**src/hdl/rgbled_pkg.sv**
```systemverilog
`timescale 1ns / 1ps

package rgbled_pkg;

  // request kinds
  localparam logic [2:0] OP_BACKLIGHT = 3'd0;
  localparam logic [2:0] OP_BATTERY   = 3'd1;
  localparam logic [2:0] OP_NOTIFY    = 3'd2;
  localparam logic [2:0] OP_BUTTONS   = 3'd3;
  localparam logic [2:0] OP_ATTENTION = 3'd4;

  // flash modes
  localparam logic [1:0] FLASH_NONE  = 2'd0;
  localparam logic [1:0] FLASH_TIMED = 2'd1;
  localparam logic [1:0] FLASH_HW    = 2'd2;

  // indicator slots
  localparam int unsigned SLOT_BATT   = 0;
  localparam int unsigned SLOT_NOTIFY = 1;
  localparam int unsigned SLOT_ATTN   = 2;
  localparam int unsigned N_SLOTS     = 3;

  // luminance weights
  localparam logic [7:0] LUM_W_RED   = 8'd77;
  localparam logic [7:0] LUM_W_GREEN = 8'd150;
  localparam logic [7:0] LUM_W_BLUE  = 8'd29;

  localparam logic [2:0] SEC_DEFAULT = 3'd2;

  typedef struct packed {
    logic [23:0] rgb;
    logic [1:0]  mode;
    logic [15:0] on_ms;
    logic [15:0] off_ms;
  } slot_t;

  // packed so that the last field lands in the lowest bits
  typedef struct packed {
    logic [2:0]  unlit_seconds;
    logic [2:0]  lit_seconds;
    logic        blink_blue;
    logic        blink_green;
    logic        blink_red;
    logic [7:0]  led_blue;
    logic [7:0]  led_green;
    logic [7:0]  led_red;
    logic [7:0]  button_level;
    logic [11:0] backlight_level;
  } result_t;

  // exact floor(x / 255) for x up to 255 * 255
  function automatic logic [7:0] div255(input logic [15:0] x);
    logic [16:0] t;
    t = {1'b0, x} + {9'd0, x[15:8]} + 17'd1;
    return t[15:8];
  endfunction

  // clamp to 1000..7000 ms, whole seconds
  function automatic logic [2:0] clamp_sec(input logic [15:0] ms);
    logic [2:0] s;
    if (ms < 16'd2000)      s = 3'd1;
    else if (ms < 16'd3000) s = 3'd2;
    else if (ms < 16'd4000) s = 3'd3;
    else if (ms < 16'd5000) s = 3'd4;
    else if (ms < 16'd6000) s = 3'd5;
    else if (ms < 16'd7000) s = 3'd6;
    else                    s = 3'd7;
    return s;
  endfunction

endpackage

```
**src/hdl/rgbled_mac.sv**
```systemverilog
`timescale 1ns / 1ps

// shared 8x8 multiplier with accumulator
module rgbled_mac (
  input  logic        clk,
  input  logic        clr,
  input  logic [7:0]  op_a,
  input  logic [7:0]  op_b,
  output logic [15:0] prod_r,
  output logic [17:0] acc_r
);

  logic [15:0] prod;
  logic [17:0] acc_nxt;

  assign prod    = op_a * op_b;
  assign acc_nxt = (clr ? 18'd0 : acc_r) + {2'b00, prod};

  always_ff @(posedge clk) begin
    prod_r <= prod;
    acc_r  <= acc_nxt;
  end

endmodule

```
**src/hdl/rgbled_fmt.sv**
```systemverilog
`timescale 1ns / 1ps

// slot priority and blink pattern
module rgbled_fmt (
  input  rgbled_pkg::slot_t [2:0] slots,
  input  logic [11:0]             panel_level,
  input  logic [7:0]              key_level,
  output rgbled_pkg::result_t     res
);

  rgbled_pkg::slot_t sel;
  logic              blink;

  always_comb begin
    if (slots[rgbled_pkg::SLOT_ATTN].rgb != 24'd0) begin
      sel = slots[rgbled_pkg::SLOT_ATTN];
    end else if (slots[rgbled_pkg::SLOT_NOTIFY].rgb != 24'd0) begin
      sel = slots[rgbled_pkg::SLOT_NOTIFY];
    end else begin
      sel = slots[rgbled_pkg::SLOT_BATT];
    end

    blink = (sel.mode == rgbled_pkg::FLASH_TIMED) && (sel.on_ms != 16'd0)
            && (sel.off_ms != 16'd0);

    res.backlight_level = panel_level;
    res.button_level    = key_level;
    res.led_red         = sel.rgb[23:16];
    res.led_green       = sel.rgb[15:8];
    res.led_blue        = sel.rgb[7:0];
    res.blink_red       = blink && (sel.rgb[23:16] != 8'd0);
    res.blink_green     = blink && (sel.rgb[15:8] != 8'd0);
    res.blink_blue      = blink && (sel.rgb[7:0] != 8'd0);
    res.lit_seconds     = blink ? rgbled_pkg::clamp_sec(sel.on_ms) : rgbled_pkg::SEC_DEFAULT;
    res.unlit_seconds   = blink ? rgbled_pkg::clamp_sec(sel.off_ms) : rgbled_pkg::SEC_DEFAULT;
  end

endmodule

```
**src/hdl/rgb_indicator_led_priority_control_unit.sv**
```systemverilog
`timescale 1ns / 1ps
// A request is accepted only in idle and runs through accept, four passes through
// the shared 8x8 multiply-accumulate unit (one per colour channel plus a drain
// step), write-back and output load; the load waits while the previous result
// still sits untaken in the output register. No new request is accepted until
// the output load is done. Reset (rst_n low, synchronous): all slots dark
// with mode none, panel and button levels zero, no result pending, ready.

module rgb_indicator_led_priority_control_unit (
  input  logic        clk,
  input  logic        rst_n,
  // in_tdata: [31:0] argb_color, [33:32] flash_mode, [49:34] on_time_ms,
  //           [65:50] off_time_ms, [71:66] zero
  input  logic [71:0] in_tdata,
  // in_tuser: [2:0] op
  input  logic [2:0]  in_tuser,
  input  logic        in_tvalid,
  output logic        in_tready,
  // out_tdata: [11:0] backlight_level, [19:12] button_level, [27:20] led_red,
  //            [35:28] led_green, [43:36] led_blue, [44] blink_red,
  //            [45] blink_green, [46] blink_blue, [49:47] lit_seconds,
  //            [52:50] unlit_seconds, [55:53] zero
  output logic [55:0] out_tdata,
  output logic        out_tvalid,
  input  logic        out_tready
);

  typedef enum logic [3:0] {
    S_IDLE = 4'b0001,
    S_MUL  = 4'b0010,
    S_WB   = 4'b0100,
    S_OUT  = 4'b1000
  } state_t;

  state_t state_r, state_nxt;
  logic [1:0] step_r, step_nxt;

  // captured request
  logic [2:0]  op_r;
  logic [31:0] color_r;
  logic [1:0]  mode_r;
  logic [15:0] on_r;
  logic [15:0] off_r;

  // scaled notification channels
  logic [7:0] sc_r [3];

  rgbled_pkg::slot_t [2:0] slot_r;
  logic [11:0] panel_r;
  logic [7:0]  key_r;

  rgbled_pkg::result_t res, out_r;
  logic        out_valid_r;

  logic        accept;
  logic        out_load;
  logic [7:0]  mac_a, mac_b;
  logic [15:0] prod_r;
  logic [17:0] acc_r;
  logic [7:0]  div_q;
  logic        alpha_mid;

  assign in_tready = (state_r == S_IDLE);
  assign accept    = in_tvalid && in_tready;
  assign out_load  = (state_r == S_OUT) && (!out_valid_r || out_tready);

  assign out_tvalid = out_valid_r;
  assign out_tdata  = {3'b000, out_r};

  // ---- sequencer ----
  always_comb begin
    state_nxt = state_r;
    step_nxt  = step_r;
    case (state_r)
      S_IDLE: begin
        step_nxt = 2'd0;
        if (accept) state_nxt = S_MUL;
      end
      S_MUL: begin
        step_nxt = step_r + 2'd1;
        if (step_r == 2'd3) begin
          state_nxt = S_WB;
          step_nxt  = 2'd0;
        end
      end
      S_WB:  state_nxt = S_OUT;
      S_OUT: if (out_load) state_nxt = S_IDLE;
      default: begin
        state_nxt = S_IDLE;
        step_nxt  = 2'd0;
      end
    endcase
  end

  always_ff @(posedge clk) begin
    if (!rst_n) begin
      state_r <= S_IDLE;
      step_r  <= 2'd0;
    end else begin
      state_r <= state_nxt;
      step_r  <= step_nxt;
    end
  end

  // request capture
  always_ff @(posedge clk) begin
    if (accept) begin
      op_r    <= in_tuser;
      color_r <= in_tdata[31:0];
      mode_r  <= in_tdata[33:32];
      on_r    <= in_tdata[49:34];
      off_r   <= in_tdata[65:50];
    end
  end

  // ---- shared multiplier: one channel per step ----
  // backlight uses the luminance weight, notification the alpha byte
  always_comb begin
    mac_a = 8'd0;
    mac_b = 8'd0;
    case (step_r)
      2'd0: begin
        mac_a = color_r[23:16];
        mac_b = (op_r == rgbled_pkg::OP_BACKLIGHT) ? rgbled_pkg::LUM_W_RED : color_r[31:24];
      end
      2'd1: begin
        mac_a = color_r[15:8];
        mac_b = (op_r == rgbled_pkg::OP_BACKLIGHT) ? rgbled_pkg::LUM_W_GREEN : color_r[31:24];
      end
      2'd2: begin
        mac_a = color_r[7:0];
        mac_b = (op_r == rgbled_pkg::OP_BACKLIGHT) ? rgbled_pkg::LUM_W_BLUE : color_r[31:24];
      end
      default: begin
        mac_a = 8'd0;
        mac_b = 8'd0;
      end
    endcase
  end

  rgbled_mac u_mac (
    .clk    (clk),
    .clr    (step_r == 2'd0),
    .op_a   (mac_a),
    .op_b   (mac_b),
    .prod_r (prod_r),
    .acc_r  (acc_r)
  );

  // product of the previous step, divided by 255
  assign div_q = rgbled_pkg::div255(prod_r);

  always_ff @(posedge clk) begin
    if (state_r == S_MUL) begin
      case (step_r)
        2'd1:    sc_r[0] <= div_q;
        2'd2:    sc_r[1] <= div_q;
        2'd3:    sc_r[2] <= div_q;
        default: ;
      endcase
    end
  end

  assign alpha_mid = (color_r[31:24] != 8'h00) && (color_r[31:24] != 8'hff);

  // ---- write-back into slot and level state ----
  always_ff @(posedge clk) begin
    if (!rst_n) begin
      slot_r  <= '0;
      panel_r <= 12'd0;
      key_r   <= 8'd0;
    end else if (state_r == S_WB) begin
      case (op_r)
        rgbled_pkg::OP_BACKLIGHT: panel_r <= {acc_r[15:8], 4'h0};
        rgbled_pkg::OP_BATTERY: begin
          slot_r[rgbled_pkg::SLOT_BATT].rgb    <= color_r[23:0];
          slot_r[rgbled_pkg::SLOT_BATT].mode   <= mode_r;
          slot_r[rgbled_pkg::SLOT_BATT].on_ms  <= on_r;
          slot_r[rgbled_pkg::SLOT_BATT].off_ms <= off_r;
        end
        rgbled_pkg::OP_NOTIFY: begin
          slot_r[rgbled_pkg::SLOT_NOTIFY].rgb    <= alpha_mid ?
                                                   {sc_r[0], sc_r[1], sc_r[2]} : color_r[23:0];
          slot_r[rgbled_pkg::SLOT_NOTIFY].mode   <= mode_r;
          slot_r[rgbled_pkg::SLOT_NOTIFY].on_ms  <= on_r;
          slot_r[rgbled_pkg::SLOT_NOTIFY].off_ms <= off_r;
        end
        rgbled_pkg::OP_BUTTONS: key_r <= color_r[7:0];
        rgbled_pkg::OP_ATTENTION: begin
          // mode none stores a dark colour; hardware flash with a lit but no dark
          // phase falls back to mode none but keeps the colour
          slot_r[rgbled_pkg::SLOT_ATTN].rgb <= (mode_r == rgbled_pkg::FLASH_NONE) ?
                                               24'd0 : color_r[23:0];
          slot_r[rgbled_pkg::SLOT_ATTN].mode <=
            ((mode_r == rgbled_pkg::FLASH_HW) && (on_r != 16'd0) && (off_r == 16'd0)) ?
            rgbled_pkg::FLASH_NONE : mode_r;
          slot_r[rgbled_pkg::SLOT_ATTN].on_ms  <= on_r;
          slot_r[rgbled_pkg::SLOT_ATTN].off_ms <= off_r;
        end
        default: ;
      endcase
    end
  end

  rgbled_fmt u_fmt (
    .slots       (slot_r),
    .panel_level (panel_r),
    .key_level   (key_r),
    .res         (res)
  );

  // ---- output register ----
  always_ff @(posedge clk) begin
    if (!rst_n) begin
      out_valid_r <= 1'b0;
    end else if (out_load) begin
      out_valid_r <= 1'b1;
    end else if (out_tready) begin
      out_valid_r <= 1'b0;
    end
  end

  always_ff @(posedge clk) begin
    if (out_load) out_r <= res;
  end

  // ---- assertions ----
  a_busy_after_accept: assert property (@(posedge clk) disable iff (!rst_n)
    in_tvalid && in_tready |=> !in_tready)
    else $error("accepted a request while busy");

  a_step_idle: assert property (@(posedge clk) disable iff (!rst_n)
    state_r != S_MUL |-> step_r == 2'd0)
    else $error("step counter running outside multiply phase");

  a_lit_nonzero: assert property (@(posedge clk) disable iff (!rst_n)
    out_tvalid |-> (out_tdata[49:47] != 3'd0) && (out_tdata[52:50] != 3'd0))
    else $error("zero breathing phase on output");

  a_load_free: assert property (@(posedge clk) disable iff (!rst_n)
    out_load |-> !out_valid_r || out_tready)
    else $error("result overwritten before taken");

endmodule

```
**config.mk**
```make
export PLATFORM = sky130hd
export DESIGN_NAME = rgb_indicator_led_priority_control_unit
export DESIGN_NICKNAME = d
export VERILOG_FILES = /design/src/hdl/rgbled_pkg.sv /design/src/hdl/rgbled_mac.sv /design/src/hdl/rgbled_fmt.sv /design/src/hdl/rgb_indicator_led_priority_control_unit.sv
export SDC_FILE = /design/constraint.sdc
export NUM_CORES = 1
export LEC_CHECK = 0
export BUFFER_PORTS_ARGS = -buffer_cell sky130_fd_sc_hd__buf_2
export CORE_MARGIN = 5
export CORE_UTILIZATION = 63
export CTS_BUF_LIST = sky130_fd_sc_hd__clkbuf_8
export CTS_CLUSTER_DIAMETER = 50
export DETAILED_ROUTE_END_ITERATION = 10
export PLACE_DENSITY = 0.94
export SLEW_MARGIN = 10
export SYNTH_ARGS = -nofsm -noshare
export SYNTH_HDL_FRONTEND = slang
export SYNTH_HIERARCHICAL = 1
export SYNTH_SLANG_ARGS = --single-unit
```
**constraint.sdc**
```tcl
create_clock -name clk -period 7.35 [get_ports clk]
set_input_delay 0 -clock clk [delete_from_list [all_inputs] [get_ports clk]]
set_output_delay 0 -clock clk [all_outputs]
set_load 0.02 [all_outputs]
```
Word-level counts from Yosys, hierarchy flattened
Memories as Yosys holds them, arrays and structs flattened.
Cells that the tools add are included.
{ "totals": {"ramBits": 24, "out_inout_bits": 58, "mem_count": 1, "regBits": 349} }
{ "memory_table": {"columns": ["name", "depth", "word_bits", "rd", "rd_clocked_by_memory_dff", "wr", "line_no", "source"], "rows": [
  ["sc_r", 3, 8, 3, 0, 1, "rgb_indicator_led_priority_control_unit.sv:46", "logic [7:0] sc_r [3];"]
]} }
{ "op_classes": {"order_cmp": 12, "mux": 46, "multipliers": 1, "n_eq_ne": 17, "bitwise": 1, "n_addsub": 4, "reduce_logical": 37} }
{ "op_table": {"columns": ["cell", "n"], "rows": [
  ["2-to-1 mux 58 bit", 2],
  ["less-than comparator 16 x 13 -> 1 bit (second input constant)", 6],
  ["less-than comparator 16 x 12 -> 1 bit (second input constant)", 4],
  ["2-to-1 mux 24 bit", 2],
  ["case mux 8 bit (3 select lines)", 2],
  ["nonzero test 16 bit", 3],
  ["nonzero test 24 bit", 2],
  ["2-to-1 mux 8 bit", 5],
  ["less-than comparator 16 x 11 -> 1 bit (second input constant)", 2],
  ["nonzero test 8 bit", 4],
  ["2-to-1 mux 2 bit", 10],
  ["adder 18 x 16 -> 18 bit", 1],
  ["2-to-1 mux 18 bit", 1],
  ["adder 16 x 1 -> 16 bit (second input constant)", 1],
  ["adder 16 x 8 -> 16 bit", 1],
  ["zero test 16 bit", 1],
  ["multiplier 8 x 8 -> 16 bit", 1],
  ["case mux 4 bit (4 select lines)", 1],
  ["OR reduction 8 bit", 2],
  ["2-to-1 mux 1 bit", 15],
  ["2-to-1 mux 3 bit", 4],
  ["2-to-1 mux 4 bit", 3],
  ["logical AND 1 bit", 10],
  ["AND reduction 2 bit", 5],
  ["other kinds (23)", 30]
]} }

Logic depth before layout (Yosys ltp)
Gate-level depths: netlist (run 1).
{ "logic_depth": {"depth_word": 10, "mapped_depth": 28, "depth_no_buf": 26} }

Cells and area by module
Netlist (run 1), hierarchy kept.
{ "modules_own_cells": {"columns": ["module", "n_inst", "cells_per_inst", "area_each_um2", "seq_area_each_um2"], "rows": [
  ["rgb_indicator_led_priority_control_unit", 1, 1121, 12613.3, 8328.0],
  ["rgbled_mac", 1, 445, 3956.3, 680.7],
  ["rgbled_fmt", 1, 276, 1788.0, 0.0]
]} }

Worst setup path before layout (run 1)
OpenSTA, ideal clock, no wires.
{ "synth_timing": {"path_kind": "register to register", "from": "reg op_r[0]", "to": "reg u_mac.acc_r[16]", "setup_ps": 122, "path_slack_ps": 748, "required_time_ps": 7228, "period_less_slack_ps": 6602, "path_stages_with_launch": 26, "t_arrival_ps": 6480, "cell_sequence": "edfxtp_1 > clkbuf_1 > nor3_1 > clkbuf_1 > nand2_1 > a21oi_1 > nand2_1 > fa_1 > fa_1 > inv_1 > fa_1 > inv_1 > fa_1 > inv_1 > ha_1 > o21ai_1 > nand2b_1 > a31oi_1 > nor3_1 > a311o_1 > ha_1 > clkbuf_1 > nand4_1 > nor4bb_1 > nor4b_1 > nand3b_1"} }
{ "synth_between": {"elab_chain_cells": 5, "elab_cells_between_ends": 7} }
{ "synth_lines": {"columns": ["item", "line_no", "source"], "rows": [
  ["start, declared", "rgb_indicator_led_priority_control_unit.sv:39", "logic [2:0] op_r;"],
  ["start signal, assigned", "rgb_indicator_led_priority_control_unit.sv:108", "op_r <= in_tuser;"],
  ["zero test 3 bit (*)", "rgb_indicator_led_priority_control_unit.sv:124, rgb_indicator_led_priority_control_unit.sv:128, rgb_indicator_led_priority_control_unit.sv:132", null],
  ["2-to-1 mux 8 bit, on equally long branches", "rgb_indicator_led_priority_control_unit.sv:132, rgb_indicator_led_priority_control_unit.sv:124, rgb_indicator_led_priority_control_unit.sv:128", null],
  ["case mux 8 bit (3 select lines) (*)", "rgb_indicator_led_priority_control_unit.sv:121", "case (step_r)"],
  ["via mac_b[7]", "rgb_indicator_led_priority_control_unit.sv:57", "logic [7:0] mac_a, mac_b;"],
  ["multiplier 8 x 8 -> 16 bit (*)", "rgbled_mac.sv:16", "assign prod = op_a * op_b;"],
  ["via u_mac.prod[12]", "rgbled_mac.sv:13", "logic [15:0] prod;"],
  ["adder 18 x 16 -> 18 bit (*)", "rgbled_mac.sv:17", "assign acc_nxt = (clr ? 18'd0 : acc_r) + {2'b00, prod};"],
  ["via u_mac.acc_nxt[16]", "rgbled_mac.sv:14", "logic [17:0] acc_nxt;"],
  ["end signal, assigned", "rgbled_mac.sv:21", "acc_r <= acc_nxt;"],
  ["end, declared", "rgbled_mac.sv:10", "output logic [17:0] acc_r"]
]} }
The timed path passes the listed nets; every way through them passes the cells marked *.
A chain may end at the register's enable or synchronous reset.

Worst setup path after layout (run 1)
{ "layout_timing": {"from": "reg step_r[1]", "to": "reg u_mac.acc_r[15]"} }
{ "layout_between": {"elab_chain_cells": 4, "elab_cells_between_ends": 8} }
{ "layout_lines": {"columns": ["item", "line_no", "source"], "rows": [
  ["start, declared", "rgb_indicator_led_priority_control_unit.sv:36", "logic [1:0] step_r, step_nxt;"],
  ["start signal, assigned", "rgb_indicator_led_priority_control_unit.sv:101", "step_r <= step_nxt;"],
  ["== test 2 bit, or another cell as far along", "rgb_indicator_led_priority_control_unit.sv:121", null],
  ["case mux 8 bit (3 select lines) (*)", "rgb_indicator_led_priority_control_unit.sv:121", null],
  ["via mac_b[3]", "rgb_indicator_led_priority_control_unit.sv:57", null],
  ["multiplier 8 x 8 -> 16 bit (*)", "rgbled_mac.sv:16", null],
  ["via u_mac.prod[12]", "rgbled_mac.sv:13", null],
  ["adder 18 x 16 -> 18 bit (*)", "rgbled_mac.sv:17", null],
  ["via u_mac.acc_nxt[15]", "rgbled_mac.sv:14", null]
]} }
Marks and branches as above.

==> impl_metrics.py, run 1 <==
metrics = {
    "timing": {
        "worst_pin_slew_ns": 1.25,
        "setup_tns_ns": 0,
        "relSlewSlack": 0.157,
        "rsz0062_at_grt": "no",
        "drv_slew": 0,
        "period_needed_ns": 6.87,
        "max_freq_ghz": 0.145,
        "finalSetupViolCount": 0,
        "fin_crit_sh": 0.935,
        "skew_ns": 0.0377,
        "hold_viol": 0,
    },
    "drt": {
        "antenna_left": 0,
        "drt_drc_violations_left": 0,
        "wirelength_um": 49200,
        "routedWlPerCell_um": 20.4,
        "drt-initial-drc-count": 2064,
        "dr.pass1.iters": 6,
        "via_per_inst": 6.28,
        "dr_total_vias": 15100,
    },
    "worst_setup_path": {
        "cp_common_cell": "fa_1",
        "worstPathBufferInverterCount": 3,
        "critPathMaxFanout": 13,
        "end_kind": "flop",
        "slowest_delay_ns": 0.53,
        "cp.required_ns": 7.82,
        "critPathSlowestCell": "fa_1",
        "arrival_ns": 7.34,
        "path_class": "flop to flop",
        "crit_family": "adder cells",
        "path_cells": "ha_1 -> or2_2 -> nor2_1 -> o21a_1 -> nand2_1 -> fa_1 -> fa_1 -> inv_1 -> fa_1 -> inv_1 -> fa_1 -> inv_1 -> ha_1 -> o21ai_1 -> nand2b_1 -> a31oi_1 -> nor3_1 -> a311o_1 -> ha_1 -> a21oi_1 -> o21ai_1 -> a2111oi_0 -> a211oi_1",
        "worstSetupStartpointType": "flop",
    },
    "hold_path": {
        "hold_class": "primary input to flop",
    },
    "clock_network": {
        "ctsLongestPathBuffers": 3,
        "clock_sinks": 375,
        "clkTransAtPathRegs_ns": 0.06,
        "cts_tree": "done",
        "clock_latency_ns": 0.61,
        "cts_root_buf": "clkbuf_8",
        "ctsHtreeMaxLevel": 2,
        "cts_buffers": 57,
    },
    "synth": {
        "ys.warnings.count": 6,
        "synth_cells": 1812,
        "synth_area_um2": 18100,
        "postSynthAreaPerCell_um2": 10.0,
    },
    "finish": {
        "nets": 2153,
        "fillers": 1866,
        "drive_above_1_share": 0.129,
        "multi_input_area_um2": 8410,
        "final_core_util": 0.728,
        "finalInstanceArea_um2": 20800,
        "n_antenna_cell": 0,
        "ff_latch_area_um2": 8970,
        "syn_to_final_growth_pct": 14.5,
    },
    "die": {
        "die_y_um": 180,
        "design.core.area_um2": 28500,
        "core.rowCount": 62,
        "die_w_um": 180,
        "io_pins": 137,
        "start_util": 0.636,
        "die-area_um2": 32300,
    },
    "pwr": {
        "netSwitchingFraction": 0.369,
        "power_density_nw_per_um2": 326,
        "internal_power_w": 0.00427,
        "seq_power_share": 0.364,
        "leakage_nw": 8.19,
        "pwr-share-comb": 0.384,
        "power.switching_w": 0.00249,
        "p_clk_frac": 0.252,
        "ir_drop_mv": 0.696,
    },
    "place": {
        "dpl_cell_area_um2": 18900,
        "dp_hpwl_um": 30600,
        "gp_congestion": 0.923,
        "port_buffers": 127,
    },
    "global_route": {
        "grt_antenna_before_repair": 0,
        "grt_max_degree": 143,
        "track_usage": 0.295,
        "grt_pass1_wl_um": 78700,
        "grt_pass1_vias": 15000,
        "overflow": 0,
    },
    "status": {
        "status": "complete, no violations",
    },
    "flow_run": {
        "maxCapViolCount": 0,
    },
}
==> cell usage in the layout (no fill, tap or decap), types with 15 or more instances in the layout <==
cell,n
buf_4,23
nor2b_1,25
dlygate4sd3_1,73
mux2i_1,39
nand3_1,59
buf_2,126
o21ai_1,26
nor3_1,23
xnor2_1,22
o21ai_0,38
and2_1,62
a21oi_1,84
clkbuf_8,69
fa_1,37
dfxtp_1,229
nand2_1,328
a21boi_0,118
ha_1,63
nor4_1,26
a21o_1,15
nor2_1,40
a21boi_1,41
inv_1,83
o21bai_1,28
edfxtp_1,146
a31oi_1,15
==> sequential cells by signal, indices dropped and copies added (netlist names), 3 cells and up <==
| name | cells |
|---|---|
| slot_r | 174 |
| out_tdata | 53 |
| color_r | 32 |
| sc_r | 24 |
| off_r | 16 |
| on_r | 16 |
| u_mac/acc_r | 16 |
| u_mac/prod_r | 16 |
| key_r | 8 |
| panel_r | 8 |
| state_r | 4 |
| op_r | 3 |
==> routing by layer <==
metal | GRT usage | vias to the layer above | wire length (um)
li1 | - | 6716 | -
met1 | 0.385 | 7197 | 18800
met2 | 0.480 | 1014 | 23400
met3 | 0.0556 | 193 | 4870
met4 | 0.135 | 0 | 2190
met5 | 0 | - | 0
==> final timing paths <==
check / startpoint / depth (start not counted) / slack, ns / end
worst min register to register: panel_r[8]$_SDFFE_PN0P_ / 0 / 0.44 / out_tdata[8]$_DFFE_PP_
worst max register to register: step_r[1]$_SDFFE_PN0N_ / 23 / 0.48 / u_mac/acc_r[15]$_DFF_P_
worst min-delay path: in_tdata[46] / 2 / 0.10 / on_r[12]$_DFFE_PP_
worst max-delay path: step_r[1]$_SDFFE_PN0N_ / 23 / 0.48 / u_mac/acc_r[15]$_DFF_P_
==> metrics by stage <==
stage	cells	setup WS (ns)	hold WS [ns]	total power (W)
2_1_floorplan	1818	0.853	0.0989	0.00447
3_3_place_gp	2226	0.810	0.176	0.00484
3_5_place_dp	2226	0.604	0.178	0.00497
4_1_cts	2407	0.533	0.0767	0.00668
5_1_grt	2407	0.0537	0.105	0.00716
6_report	2407	0.475	0.101	0.00677
==> power groups by stage <==
stage	Combinational [W]	Clock (W)	Sequential [W]
final	0.00260	0.00171	0.00246
after detailed placement	0.00247	0	0.00249
after floorplan	0.00202	0	0.00245
after global placement	0.00235	0	0.00249
after CTS	0.00253	0.00169	0.00245
after global routing	0.00288	0.00180	0.00247
==> cell type report <==
class,count,share of cell area
Clock buffer,69,0.0457
Clock inverter,39,0.00952
Inverter,62,0.0112
Multi-Input combinational cell,1256,0.405
Sequential cell,375,0.432
Tap cell,384,0.0231
Timing Repair Buffer,222,0.0739
==> repair_timing <==
action | in CTS | in global routing
hold buffers | 73 | 0
endpoints found under the hold margin | 128 | 0
endpoints found under the setup margin | 0 | 1
setup buffers | 0 | 0
gates resized for setup | 0 | 1
Power figures use the tool's default switching activity.
==> inputs of run 2 (changes only) <==
--- a/config.mk
+++ b/config.mk
@@ -7,11 +7,11 @@
 export LEC_CHECK = 0
 export BUFFER_PORTS_ARGS = -buffer_cell sky130_fd_sc_hd__buf_2
 export CORE_MARGIN = 5
-export CORE_UTILIZATION = 63
+export CORE_UTILIZATION = 65
 export CTS_BUF_LIST = sky130_fd_sc_hd__clkbuf_8
 export CTS_CLUSTER_DIAMETER = 50
 export DETAILED_ROUTE_END_ITERATION = 10
-export PLACE_DENSITY = 0.94
+export PLACE_DENSITY = 0.95
 export SLEW_MARGIN = 10
 export SYNTH_ARGS = -nofsm -noshare
 export SYNTH_HDL_FRONTEND = slang
==> constraint.sdc (replaced) <==
create_clock -name clk -period 8.7 [get_ports clk]
set_input_delay 0 -clock clk [delete_from_list [all_inputs] [get_ports clk]]
set_output_delay 0 -clock clk [all_outputs]
set_load 0.02 [all_outputs]
==> impl_metrics.py, run 2 (synthesis results as in run 1) <==
metrics = {
    "global_route": {
        "grt_pass1_wl_um": 80900,
        "track_usage": 0.321,
        "grt_antenna_before_repair": 1,
        "grt_pass1_vias": 15400,
        "overflow": 0,
        "grt_max_degree": 144,
    },
    "clock_network": {
        "postCtsSetupBuffers": 0,
        "post_cts_resized": 0,
        "ctsHoldBuffers": 75,
        "cts_tree": "done",
        "cts_buffers": 58,
        "ctsLongestPathBuffers": 3,
        "clock_latency_ns": 0.62,
        "clkTransAtPathRegs_ns": 0.08,
        "cts_root_buf": "clkbuf_8",
        "clock_sinks": 375,
        "ctsHtreeMaxLevel": 2,
    },
    "pwr": {
        "power_density_nw_per_um2": 278,
        "ir_drop_mv": 0.580,
        "leakage_nw": 8.20,
    },
    "die": {
        "die-area_um2": 31400,
        "die_y_um": 177,
        "io_pins": 137,
        "design.core.area_um2": 27700,
        "start_util": 0.655,
        "core.rowCount": 61,
        "die_w_um": 177,
    },
    "timing": {
        "setup_tns_ns": 0,
        "drv_slew": 0,
        "max_freq_ghz": 0.132,
        "fin_crit_sh": 0.873,
        "hold_viol": 0,
        "skew_ns": 0.0335,
        "relSlewSlack": 0.212,
        "rsz0062_at_grt": "no",
        "finalSetupViolCount": 0,
        "period_needed_ns": 7.60,
        "worst_pin_slew_ns": 1.18,
    },
    "finish": {
        "syn_to_final_growth_pct": 14.6,
        "nets": 2152,
        "largest_reg_flops": 174,
        "drive_above_1_share": 0.130,
        "n_antenna_cell": 0,
        "final_cell_mix": "nand2_1 (328), dfxtp_1 (229), edfxtp_1 (146), buf_2 (126), a21boi_0 (118)",
        "final_common_cell": "nand2_1",
        "top_register": "slot_r",
        "finalInstanceArea_um2": 20800,
    },
    "worst_setup_path": {
        "critPathMaxFanout": 11,
        "r2r_setup_slack_ns": 1.10,
        "path_class": "flop to flop",
        "reg2reg_depth": 22,
        "cp_common_cell": "fa_1",
        "r2r-end": "u_mac/acc_r[15]$_DFF_P_",
        "end_kind": "flop",
        "cp.required_ns": 9.16,
        "slowest_delay_ns": 0.97,
        "critPathSlowestCell": "nor3_1",
        "path_cells": "nor3_1 -> nand2_1 -> a21oi_1 -> nand2_1 -> fa_1 -> fa_1 -> inv_1 -> fa_1 -> inv_1 -> fa_1 -> inv_1 -> ha_1 -> o21ai_1 -> nand2b_1 -> a31oi_1 -> nor3_1 -> a311o_1 -> ha_1 -> a21oi_1 -> o21ai_1 -> a2111oi_0 -> a211oi_1",
        "arrival_ns": 8.06,
        "rr_startpoint": "op_r[2]$_DFFE_PP_",
        "worstSetupStartpointType": "flop",
    },
    "drt": {
        "dr.pass1.iters": 6,
        "drt-initial-drc-count": 1995,
        "routedWlPerCell_um": 21.1,
        "drt_drc_violations_left": 0,
        "dr_total_vias": 15400,
        "via_per_inst": 6.42,
        "antenna_left": 0,
        "wirelength_um": 50600,
    },
    "place": {
        "dp_hpwl_um": 30400,
        "port_buffers": 127,
        "gp_congestion": 0.915,
        "dpl_cell_area_um2": 18900,
    },
    "hold_path": {
        "holdCritStartpoint": "in_tdata[1]",
        "whs_path_depth": 2,
        "hold_class": "primary input to flop",
        "hold_path_end": "color_r[1]$_DFFE_PP_",
    },
    "status": {
        "status": "complete, no violations",
    },
    "flow_run": {
        "maxCapViolCount": 0,
    },
}
run 2: how the worst max path moves through the flow:
stage                                      start  depth (start not counted)  slack [ns]                 endpoint
final                          op_r[2]$_DFFE_PP_                         22        1.10  u_mac/acc_r[15]$_DFF_P_
after global routing           op_r[2]$_DFFE_PP_                         22        0.76  u_mac/acc_r[14]$_DFF_P_
after CTS                      op_r[2]$_DFFE_PP_                         22        1.41  u_mac/acc_r[15]$_DFF_P_
after detailed placement       op_r[2]$_DFFE_PP_                         22        1.47  u_mac/acc_r[15]$_DFF_P_
after global placement    step_r[0]$_SDFFE_PN0N_                         24        1.70  u_mac/acc_r[15]$_DFF_P_
after floorplan                op_r[0]$_DFFE_PP_                         25        2.20  u_mac/acc_r[14]$_DFF_P_
run 2: layout make-up:
cell class              instances  area [um^2]
clock buffers                  70          963
clock inverters                39          228
fillers                      1642         6910
inverters                      62          233
multi-input cells            1256         8400
flip-flops and latches        375         8970
well taps                     378          473
repair buffers                220         1520
run 2: through the flow:
step            util  instances  worst slack, ns  hold slack, ns  total power [W]
2_1_floorplan      -       1818             2.20          0.0989          0.00377
3_3_place_gp   0.680       2216             1.70           0.176          0.00408
3_5_place_dp   0.680       2216             1.47           0.178          0.00419
4_1_cts        0.750       2400             1.41          0.0800          0.00569
5_1_grt        0.750       2400            0.756          0.0858          0.00610
6_report       0.750       2400             1.10          0.0981          0.00577
run 2: power by group:
group / leakage, nW / internal (W) / switching [W]
logic: 4.31 / 0.000880 / 0.00131
registers: 3.21 / 0.00198 / 0.000101
clock network: 0.687 / 0.000791 / 0.000711
total: 8.20 / 0.00365 / 0.00212
run 2: routing by layer:
layer	wire, um	track usage	share of wire
met1	18500	0.418	0.37
met2	23600	0.522	0.47
met3	5680	0.0637	0.11
met4	2840	0.150	0.056
met5	19	0	0.00038
run 2: worst max-delay path, delay by kind of cell, from the launching register on:
kind | cells | cell delay, ns
fa+ha+maj | 6 | 2.99
compound gates | 8 | 2.19
simple gates | 5 | 1.55
flops | 1 | 0.54
buf+inv | 3 | 0.17
